<file path="src/rtl/transparent_pixel_color_bleed_assert.svh">
// Assertion macros for the alpha bleed block.
`ifndef TRANSPARENT_PIXEL_COLOR_BLEED_ASSERT_SVH
`define TRANSPARENT_PIXEL_COLOR_BLEED_ASSERT_SVH
`ifndef SYNTH
`define TPCB_ASSERT_IMPL(label, clk, rst_n, prop, msg) \
    label: assert property (@(posedge clk) disable iff (!rst_n) prop) else $error(msg);
`define TPCB_ASSERT_ALWAYS(label, clk, prop, msg) \
    label: assert property (@(posedge clk) prop) else $error(msg);
`else
`define TPCB_ASSERT_IMPL(label, clk, rst_n, prop, msg)
`define TPCB_ASSERT_ALWAYS(label, clk, prop, msg)
`endif
`endif

</file>
<file path="src/rtl/tpcb_pkg.sv">
`timescale 1ns / 1ps
package tpcb_pkg;
    localparam int MAX_WIDTH  = 256;
    localparam int MAX_HEIGHT = 256;
    localparam int XW = $clog2(MAX_WIDTH);
    localparam int YW = $clog2(MAX_HEIGHT);
    localparam int AW = XW + YW;
    localparam int CW = 9;
    localparam int QDEPTH = 2;

    localparam logic [1:0] CFG_FRAME_WIDTH   = 2'd0;
    localparam logic [1:0] CFG_FRAME_HEIGHT  = 2'd1;
    localparam logic [1:0] CFG_REGION_WIDTH  = 2'd2;
    localparam logic [1:0] CFG_REGION_HEIGHT = 2'd3;

    localparam logic OP_WRITE = 1'b0;
    localparam logic OP_READ  = 1'b1;

    typedef struct packed {
        logic          operation;
        logic [7:0]    x_pos;
        logic [7:0]    y_pos;
        logic [7:0]    in_red;
        logic [7:0]    in_green;
        logic [7:0]    in_blue;
        logic [7:0]    in_alpha;
    } t_in_item;

    typedef struct packed {
        logic [7:0] out_red;
        logic [7:0] out_green;
        logic [7:0] out_blue;
        logic [7:0] out_alpha;
    } t_out_item;

    // classified command from front to back
    typedef enum logic [1:0] {
        CMD_WRITE,
        CMD_READ_ZERO,
        CMD_READ_RAW,
        CMD_READ_BLEED
    } t_cmd_kind;

    typedef struct packed {
        t_cmd_kind   kind;
        logic [XW-1:0] x;
        logic [YW-1:0] y;
        logic [XW-1:0] left;
        logic [XW-1:0] right;
        logic [YW-1:0] top;
        logic [YW-1:0] bottom;
        logic [31:0] data;
    } t_cmd;

    typedef enum logic [2:0] {
        ST_IDLE,
        ST_CENTER,
        ST_SCAN,
        ST_DIV,
        ST_OUT
    } t_back_state;
endpackage

</file>
<file path="src/rtl/tpcb_front.sv">
`timescale 1ns / 1ps
module tpcb_front
    import tpcb_pkg::*;
(
    input  logic       i_clk,
    input  logic       i_rst_n,
    input  logic       i_valid,
    output logic       o_ready,
    input  t_in_item   i_item,
    input  logic [8:0] i_fw,
    input  logic [8:0] i_fh,
    input  logic [8:0] i_rw,
    input  logic [8:0] i_rh,
    output logic       o_valid,
    input  logic       i_ready,
    output t_cmd       o_cmd
);
    t_cmd r_q [QDEPTH];
    logic [$clog2(QDEPTH)-1:0] r_wp, r_rp;
    logic [$clog2(QDEPTH):0] r_cnt;
    logic [8:0] fw, fh, rw, rh, x9, y9, sx, sy;
    logic in_frame, colx, rowy, push, pop;
    t_cmd cmd;

    always_comb begin
        fw = (i_fw > 9'(MAX_WIDTH)) ? 9'(MAX_WIDTH) : i_fw;
        fh = (i_fh > 9'(MAX_HEIGHT)) ? 9'(MAX_HEIGHT) : i_fh;
        rw = (i_rw > fw) ? fw : i_rw;
        if (rw == 9'd0) begin
            rw = 9'd1;
        end
        rh = (i_rh > fh) ? fh : i_rh;
        if (rh == 9'd0) begin
            rh = 9'd1;
        end
        x9 = {1'b0, i_item.x_pos};
        y9 = {1'b0, i_item.y_pos};
        in_frame = (x9 < fw) && (y9 < fh);
        colx = (rw < fw) && (x9 == rw);
        rowy = (rh < fh) && (y9 == rh);
        sx = x9;
        sy = y9;
        if (colx && y9 < rh) begin
            sx = rw - 9'd1;
        end else if (rowy && x9 < rw) begin
            sy = rh - 9'd1;
        end else if (colx && rowy) begin
            sx = rw - 9'd1;
            sy = rh - 9'd1;
        end
        cmd.x = XW'(sx);
        cmd.y = YW'(sy);
        cmd.left = (sx == 9'd0) ? '0 : XW'(sx - 9'd1);
        cmd.right = (sx + 9'd1 < fw) ? XW'(sx + 9'd1) : XW'(fw - 9'd1);
        cmd.top = (sy == 9'd0) ? '0 : YW'(sy - 9'd1);
        cmd.bottom = (sy + 9'd1 < fh) ? YW'(sy + 9'd1) : YW'(fh - 9'd1);
        cmd.data = {i_item.in_alpha, i_item.in_blue, i_item.in_green, i_item.in_red};
        if (i_item.operation == OP_WRITE) begin
            cmd.kind = CMD_WRITE;
            cmd.x = XW'(x9);
            cmd.y = YW'(y9);
        end else if (!in_frame) begin
            cmd.kind = CMD_READ_ZERO;
        end else if (fw < 9'd2 || fh < 9'd2) begin
            cmd.kind = CMD_READ_RAW;
            cmd.x = XW'(x9);
            cmd.y = YW'(y9);
        end else begin
            cmd.kind = CMD_READ_BLEED;
        end
    end

    // drop writes outside the frame
    assign o_ready = (r_cnt != QDEPTH[$clog2(QDEPTH):0]);
    assign push = i_valid && o_ready && !(i_item.operation == OP_WRITE && !in_frame);
    assign pop = o_valid && i_ready;
    assign o_valid = (r_cnt != '0);
    assign o_cmd = r_q[r_rp];

    always_ff @(posedge i_clk) begin
        if (!i_rst_n) begin
            r_wp <= '0;
            r_rp <= '0;
            r_cnt <= '0;
        end else begin
            if (push) begin
                r_wp <= r_wp + 1'b1;
            end
            if (pop) begin
                r_rp <= r_rp + 1'b1;
            end
            r_cnt <= r_cnt + (push ? 1'b1 : 1'b0) - (pop ? 1'b1 : 1'b0);
        end
    end

    always_ff @(posedge i_clk) begin
        if (push) begin
            r_q[r_wp] <= cmd;
        end
    end
endmodule

</file>
<file path="config.mk">
export PLATFORM = sky130hd
export DESIGN_NAME = tpcb_front
export DESIGN_NICKNAME = d
export VERILOG_FILES = /design/src/rtl/transparent_pixel_color_bleed_assert.svh /design/src/rtl/tpcb_pkg.sv /design/src/rtl/tpcb_front.sv
export SDC_FILE = /design/constraint.sdc
export NUM_CORES = 1
export LEC_CHECK = 0
export ABC_CLOCK_PERIOD_IN_PS = 9500
export BUFFER_PORTS_ARGS = -buffer_cell sky130_fd_sc_hd__buf_2
export CORE_MARGIN = 2
export CORE_UTILIZATION = 35
export DETAILED_ROUTE_END_ITERATION = 10
export PLACE_DENSITY = 0.63
export SLEW_MARGIN = 5
export SYNTH_ARGS = -nofsm -noshare
export SYNTH_HDL_FRONTEND = slang
export SYNTH_SLANG_ARGS = --single-unit
export TNS_END_PERCENT = 1
</file>
<file path="constraint.sdc">
create_clock -name i_clk -period 9.5 [get_ports i_clk]
set_input_delay 0.475 -clock i_clk [delete_from_list [all_inputs] [get_ports i_clk]]
set_output_delay 0.475 -clock i_clk [all_outputs]
set_load 0.02 [all_outputs]
</file>
==> flow_metrics.tcl, run 1 <==
set metrics [dict create \
    outcome "completed" \
    critical_path_class "in2reg" \
    p_leak_nw 4.96 \
    r2r_start "r_cnt[0]" \
    antenna_found_initial 1 \
    syn-instance-count 934 \
    cp-end-kind "register" \
    core_um2 30600 \
    fp.dieH_um 180 \
    clk_pin_slew_worst_paths_ns 0.06 \
    grtUsageMet2 0.281 \
    fin_setup_tns_ns 0 \
    clock_tree.root_cell "clkbuf_16" \
    first_global_vias 8076 \
    insertedDiodeCount 0 \
    ys_seq_area_frac 0.461 \
    swShare 0.346 \
    post-cts-setup-buffer-count 0 \
    worstSkewPairLatency_ns 0.43 \
    gp_congestion 0.912 \
    synth_seq_cells 169 \
    layout-drive-gt1-share 0.305 \
    initial_core_util 0.356 \
    ys_warn_count 0 \
    worst_path_max_delay_cell "nor3_2" \
    start_kind "input port" \
    ant_nets 0 \
    final_max_slew_viol_count 0 \
    internal_power_w 0.00165 \
    finalCritPeriodShare 0.849 \
    dieArea_um2 32500 \
    rrSetupSlack_ns 6.71 \
    peakVddDrop_mv 0.157 \
    cts_tree "done" \
    wl_per_cell_um 19.1 \
    first_pass_iters 5 \
    slew_headroom 0.250 \
    vias 8067 \
    grtUsageTotal 0.175 \
    grt_pass1_wl_um 45300 \
    max_freq_mhz 124 \
    viasPerCell 5.33 \
    holdPathStages 1 \
    crit_arrival_ns 8.24 \
    synth_area_per_cell_um2 11.7 \
    rows 64 \
    finalSetupViolCount 0 \
    maxCapViolations 0 \
    synth.net_count 1115 \
    h-tree-depth 4 \
    numCtsBuffers 17 \
    postCtsHoldBufs 0 \
    place_area_um2 12200 \
    placed_cells 1484 \
    rsz0062_at_grt "no" \
    final_nets 1288 \
    synthArstFlopShare 0 \
    cp_slowest_stage_delay_ns 0.52 \
    skew_ns 0.00901 \
    netlist_area_um2 10900 \
    portBuffers 172 \
    r2r_cells 4 \
    reg2reg_to "r_q[0][29]" \
    synth_edf_count 164 \
    area_growth_syn_to_layout_pct 17.0 \
    pwr-share-comb 0.366 \
    drt-initial-drc-count 548 \
    die-width_um 180 \
    yosysUniqueCellTypes 79 \
    use_met1 0.241 \
    grt-ovfl-total 0 \
    drc_errors 0 \
    top_usage_layer "met2" \
    p_clk_frac 0.252 \
    crit_path_max_fanout 12 \
    cts_buffer_depth 2 \
    grt_max_degree 83 \
    worstHoldPathType "in2reg" \
    postCtsResizedCells 0 \
    cp.required_ns 9.67 \
    worstHoldStart "i_item[20]" \
    dp_hpwl_um 21400 \
    postLayoutCellArea_um2 12700 \
    ys.flop_type "edfxtp_1" \
    num_io_pins 173 \
    power_frac_seq 0.382 \
    final.min_clock_period_ns 8.07 \
    hold_viol_final 0 \
    use_met3 0.0267 \
    clock-sinks 169 \
    crit_top_cell "ha_1" \
    power_switching_w 0.000871 \
    stdcell_count 1514 \
    hold_slack_ns 0.240 \
    min_to "r_q[1][12]" \
    p_per_area_nw_per_um2 198 \
    worst_slew_pin_slew_ns 1.12 \
    wirelength_um 28800 \
]
## registers in the layout, summed over array words and instances, names as in the netlist, named ones only
name	count
r_rp	1
r_cnt	2
r_q	164
r_wp	1
## layer usage
metal / vias to the layer above / part of all wire
met2: 250 / 0.46
met1: 3882 / 0.47
met4: 2 / 0.022
met3: 41 / 0.048
li1: 3892 / -
met5: - / 0.00045
## placed cells by master (no fill, tap or decap), types with 6 or more instances in the layout
master,n
buf_2,172
nand2_1,54
and3_1,7
a211oi_1,6
xnor2_1,37
ha_1,92
mux2i_1,27
nand2b_1,7
mux2_2,98
nand4_1,15
or3_1,10
clkbuf_16,17
nand3_1,18
o21ai_0,39
and2_1,7
xor2_1,11
inv_1,48
mux2_1,6
a21o_1,20
nor2b_1,8
buf_4,6
edfxtp_1,164
nor3_1,31
nor2_1,54
a21oi_1,43
## cells in the mapped netlist, types with 8 or more instances
cell type	number	area, um^2
o21ai_0	39	195
or3_1	10	62.6
mux2i_1	27	270
ha_1	92	1150
nand4_1	15	93.8
a21o_1	20	150
nor3_1	31	155
nand2_1	54	203
a21oi_1	43	215
nand3_1	18	90.1
mux2_2	98	1100
nor2_1	56	210
inv_1	48	180
xnor2_1	37	324
clkbuf_1	18	67.6
nor2b_1	8	50.1
edfxtp_1	164	4920
xor2_1	11	96.3
## final cells by class
cell class,count,area (um^2)
Clock buffer,18,429
Clock inverter,12,104
Fill cell,2929,17800
Inverter,51,191
Multi-Input combinational cell,690,5590
Sequential cell,169,5030
Tap cell,396,495
Timing Repair Buffer,178,906
## critical path: cells and delay by family
family	cells	cell delay, ns
mux	3	0.95
fa+ha+maj	4	1.18
simple gates	4	1.29
xor+xnor	1	0.20
buf+inv	4	0.72
compound gates	14	3.42
## worst max path at each step
stage | end | depth (start not counted) | start | slack [ns]
after floorplan | r_q[0][50] | 30 | i_fh[8] | 2.26
after global placement | r_q[0][52] | 31 | i_fw[8] | 1.32
after detailed placement | r_q[1][51] | 30 | i_fw[8] | 1.19
after CTS | r_q[1][51] | 30 | i_fw[8] | 1.62
after global routing | r_q[0][50] | 30 | i_fw[8] | 0.80
final | r_q[0][50] | 30 | i_fw[8] | 1.43
## stage by stage
stage	utilization	total power (W)	setup slack (ns)
after global placement	0.399	0.00190	1.32
after CTS	0.417	0.00254	1.62
after detailed placement	0.399	0.00190	1.19
after global routing	0.417	0.00265	0.802
final	0.417	0.00252	1.43
after floorplan	-	0.00162	2.26
## cells by family (layout without fill, tap and decap cells)
kind of cell | Yosys count | count (layout) | share of synthesized area
and+or+nand+nor | 249 | 249 | 0.122
xor gates and xnor gates | 48 | 48 | 0.0386
muxes | 136 | 136 | 0.141
DFF | 169 | 169 | 0.461
adders and majority gates | 92 | 92 | 0.106
buffers and inverters | 75 | 259 | 0.0273
AOI/OAI and AO/OA | 165 | 165 | 0.104
## power groups by stage
stage	Sequential, W	Clock [W]	Combinational, W
2_1_floorplan	0.000983	0	0.000641
3_3_place_gp	0.000974	0	0.000921
3_5_place_dp	0.000979	0	0.000926
4_1_cts	0.000963	0.000651	0.000930
5_1_grt	0.000971	0.000675	0.00100
6_report	0.000962	0.000633	0.000922
(Power assumes the default switching activity.)
==> inputs of run 2 (changes only) <==
ABC_CLOCK_PERIOD_IN_PS = 6600   (was 9500)
PLACE_DENSITY = 0.65   (was 0.63)
clock period = 6.6 ns   (was 9.5 ns; I/O delays follow)
==> run 2 against run 1 <==
Net effect: flip-flop and latch count did not move; register-to-register slack worse by 1.9 ns; global-route usage is 0.63 points higher; first-iteration DRC count fell by 13%; sequential power is 46% higher; total power grew 50%.
==> flow_metrics.tcl, run 2 (synthesis results as in run 1) <==
set metrics [dict create \
    outcome "completed" \
    finalCritPeriodShare 0.952 \
    preCtsSetupSlack_ns -0.347 \
    initial_core_util 0.356 \
    clock-sinks 169 \
    final_common_cell "buf_2" \
    finalSetupViolCount 0 \
    post-cts-setup-buffer-count 0 \
    worst_slew_pin_slew_ns 0.998 \
    postCtsHoldBufs 0 \
    worstSkewPairLatency_ns 0.41 \
    area_growth_syn_to_layout_pct 26.9 \
    p_leak_nw 5.56 \
    hold_viol_final 0 \
    skew_ns 0.00869 \
    portBuffers 172 \
    final_max_slew_viol_count 0 \
    drt-initial-drc-count 476 \
    finalPower_w 0.00379 \
    grt-ovfl-total 0 \
    critical_path_class "in2reg" \
    final_nets 1407 \
    vias 8441 \
    first_pass_iters 4 \
    die-width_um 180 \
    crit_top_cell "ha_1" \
    largest_reg_flops 164 \
    fp.dieH_um 180 \
    clock_tree.root_cell "clkbuf_16" \
    p_clk_frac 0.256 \
    crit_arrival_ns 6.45 \
    top_regs "r_q (164), r_cnt (2)" \
    slew_headroom 0.335 \
    cts_buffer_depth 2 \
    antenna_found_initial 2 \
    postCtsResizedCells 0 \
    regMostFlops "r_q" \
    cp.required_ns 6.76 \
    maxCapViolations 0 \
    gp_congestion 0.948 \
    layout-drive-gt1-share 0.397 \
    seqCellArea_um2 5030 \
    grt_max_degree 72 \
    grtUsageTotal 0.182 \
    drc_errors 0 \
    p_per_area_nw_per_um2 274 \
    grt_pass1_wl_um 46900 \
    fillers 2929 \
    worstHoldPathType "in2reg" \
    dieArea_um2 32500 \
    max_freq_mhz 159 \
    multiInputGateArea_um2 5720 \
    wl_per_cell_um 18.3 \
    dp_hpwl_um 23000 \
    swShare 0.341 \
    final_cell_mix "172 x buf_2, 164 x edfxtp_1, 124 x buf_4" \
    crit_path_max_fanout 7 \
    first_global_vias 8507 \
    ant_nets 0 \
    final.min_clock_period_ns 6.29 \
    cp-end-kind "register" \
    power_switching_w 0.00129 \
    cts_tree "done" \
    cp_slowest_stage_delay_ns 0.42 \
    power_frac_seq 0.369 \
    pwr-share-comb 0.375 \
    internal_power_w 0.00250 \
    rows 64 \
    h-tree-depth 4 \
    start_kind "input port" \
    numCtsBuffers 17 \
    core_um2 30600 \
    viasPerCell 5.16 \
    clk_pin_slew_worst_paths_ns 0.07 \
    num_io_pins 173 \
    fin_ws_ns 0.314 \
    wirelength_um 29900 \
    rsz0062_at_grt "yes" \
    peakVddDrop_mv 0.192 \
    worst_path_max_delay_cell "or3_4" \
]
## run 2: power groups by stage
stage                     clock (W)  sequential (W)  combinational [W]
after global placement            0         0.00141            0.00140
after detailed placement          0         0.00142            0.00142
after CTS                  0.000994         0.00140            0.00142
final                      0.000971         0.00140            0.00142
after floorplan                   0         0.00141           0.000928
after global routing        0.00103         0.00141            0.00155
## run 2: path summary, 6_finish.rpt
path	startpoint	endpoint	slack, ns	depth (start not counted)
worst max-delay path	i_fw[8]	r_q[0][52]	0.31	31
worst min-delay path	i_item[4]	r_q[1][28]	0.11	1
worst max register to register	r_cnt[0]	r_q[0][40]	4.78	4
worst min register to register	r_wp	r_wp	0.52	2
## run 2: area by class of cell
cell class | count | share of cell area
Clock buffer | 18 | 0.0310
Sequential cell | 169 | 0.364
Tap cell | 396 | 0.0358
Multi-Input combinational cell | 690 | 0.413
Antenna cell | 2 | 0.000362
Timing Repair Buffer | 297 | 0.131
Inverter | 51 | 0.0140
Clock inverter | 12 | 0.0104
## run 2: critical path, delay by kind of cell
family	cells	cell delay (ns)
mux	3	0.80
buf+inv	5	0.54
fa+ha+maj	4	1.12
simple gates	7	1.52
xor+xnor	1	0.17
compound gates	11	1.99
## run 2: routing by layer
| layer | up-vias | GRT usage | wire [um] |
|---|---|---|---|
| li1 | 4139 | - | - |
| met1 | 4070 | 0.248 | 14000 |
| met2 | 192 | 0.298 | 14000 |
| met3 | 40 | 0.0212 | 1070 |
| met4 | 0 | 0.0639 | 697 |
| met5 | - | 0 | 0 |
## run 2: metrics by stage
step / std cells / utilization / area, um^2 / hold WS (ns) / TNS [ns]
after floorplan: 934 / - / 11000 / 0.429 / -6.89
after detailed placement: 1603 / 0.430 / 13200 / 0.514 / -9.94
after global placement: 1603 / 0.430 / 13200 / 0.494 / -2.48
final: 1635 / 0.452 / 13800 / 0.105 / 0
after CTS: 1633 / 0.449 / 13700 / 0.0818 / 0
after global routing: 1634 / 0.452 / 13800 / 0.0855 / -0.0789
==> inputs of run 3 (changes only) <==
REMOVE_ABC_BUFFERS = 1   (was not set)
SLEW_MARGIN = not set   (was 5)
==> run 3 against run 2 <==
Net effect: sequential power about the same; worst hold slack got worse by 0.029 ns; total power is 0.35% higher; critical path type unchanged; highest routed layer unchanged.
==> flow_metrics.tcl, run 3 (synthesis results as in run 1) <==
set metrics [dict create \
    antenna_found_initial 1 \
    crit_family "compound AO/OA/AOI/OAI gates" \
    clock_tree.root_cell "clkbuf_16" \
    cts_buffer_depth 2 \
    start_kind "input port" \
    dieArea_um2 32500 \
    grt_max_degree 44 \
    pwr-share-comb 0.362 \
    fin_setup_tns_ns 0 \
    postLayoutCellArea_um2 13700 \
    worst_path_max_delay_cell "or3_1" \
    h-tree-depth 4 \
    holdPathStages 1 \
    final_max_slew_viol_count 0 \
    fp.dieH_um 180 \
    finalPower_w 0.00380 \
    multiInputGateArea_um2 5650 \
    cts_tree "done" \
    crit_arrival_ns 6.49 \
    stdcell_count 1623 \
    initial_core_util 0.356 \
    cp.required_ns 6.78 \
    critical_path_class "in2reg" \
    clock-sinks 169 \
    gp_congestion 0.895 \
    max_freq_mhz 158 \
    first_global_vias 8467 \
    hold_viol_final 0 \
    dp_hpwl_um 22500 \
    fillers 2916 \
    maxCapViolations 0 \
    vias 8460 \
    grt-ovfl-total 0 \
    die-width_um 180 \
    final_util 0.447 \
    r2r_cells 4 \
    largest_reg_flops 164 \
    finalSetupViolCount 0 \
    worstHoldPathType "in2reg" \
    wl_per_cell_um 18.4 \
    area_growth_syn_to_layout_pct 25.5 \
    skew_ns 0.0177 \
    core_um2 30600 \
    postCtsResizedCells 0 \
    cp-end-kind "register" \
    p_leak_nw 5.50 \
    internal_power_w 0.00246 \
    viasPerCell 5.21 \
    final_common_cell "buf_2" \
    post-cts-setup-buffer-count 0 \
    worstSkewPairLatency_ns 0.44 \
    top_regs "r_q (164), r_cnt (2)" \
    ant_nets 0 \
    drc_errors 0 \
    final_cell_mix "172 x buf_2, 164 x edfxtp_1, 111 x buf_4" \
    final.min_clock_period_ns 6.31 \
    outcome "completed" \
    rows 64 \
    slew_headroom 0.355 \
    crit_top_cell "ha_1" \
    power_switching_w 0.00134 \
    layout-drive-gt1-share 0.379 \
    portBuffers 172 \
    clk_pin_slew_worst_paths_ns 0.07 \
    swShare 0.353 \
    regMostFlops "r_q" \
    crit_path_max_fanout 10 \
    final_nets 1394 \
    first_pass_iters 5 \
    worst_slew_pin_slew_ns 0.965 \
    place_area_um2 13000 \
    finalCritPeriodShare 0.957 \
    wirelength_um 29900 \
    cp.buffers_inverters 4 \
    power_frac_seq 0.374 \
    grt_pass1_wl_um 46500 \
    postCtsHoldBufs 0 \
    grtUsageTotal 0.181 \
    placed_cells 1590 \
    p_per_area_nw_per_um2 278 \
    numCtsBuffers 17 \
    cp_slowest_stage_delay_ns 0.45 \
    num_io_pins 173 \
    path_depth 31 \
    peakVddDrop_mv 0.207 \
    seqCellArea_um2 5030 \
    drt-initial-drc-count 567 \
    p_clk_frac 0.264 \
]
run 3: cell types whose count changed in the layout (fill, tap and decap cells not counted), sizes merged:
cell	change
buf	-13
bufinv	-1
clkinv	+2
clkinvlp	-1
diode	-1
inv	+2
run 3: cell type report:
cell class / instances / area share
Antenna cell: 1 / 0.000183
Clock buffer: 18 / 0.0314
Clock inverter: 14 / 0.0115
Inverter: 51 / 0.0143
Multi-Input combinational cell: 690 / 0.413
Sequential cell: 169 / 0.368
Tap cell: 396 / 0.0362
Timing Repair Buffer: 284 / 0.125
run 3: final timing paths:
kind | start | endpoint | slack [ns]
hold / removal | i_item[1] | r_q[1][25] | 0.08
hold reg to reg | r_wp | r_wp | 0.51
setup / recovery | i_fw[8] | r_q[1][51] | 0.29
setup reg to reg | r_cnt[0] | r_q[1][21] | 4.28
run 3: through the flow:
step | worst slack [ns] | hold WS, ns
floorplan | -0.388 | 0.429
global placement | -0.0614 | 0.490
detailed placement | -0.266 | 0.505
CTS | 0.194 | 0.0596
global route | -0.0683 | 0.0551
finish | 0.287 | 0.0764
run 3: power groups by stage:
stage / sequential, W / combinational, W / clock (W)
CTS: 0.00142 / 0.00138 / 0.00103
global placement: 0.00144 / 0.00136 / 0
finish: 0.00142 / 0.00137 / 0.00100
detailed placement: 0.00145 / 0.00137 / 0
floorplan: 0.00146 / 0.000874 / 0
global route: 0.00144 / 0.00150 / 0.00107
run 3: per-layer routing:
layer / vias up / track usage / routed length [um]
li1: 4114 / - / -
met1: 4047 / 0.245 / 14000
met2: 252 / 0.293 / 13900
met3: 47 / 0.0338 / 1330
met4: 0 / 0.0619 / 659
met5: - / 0 / 0
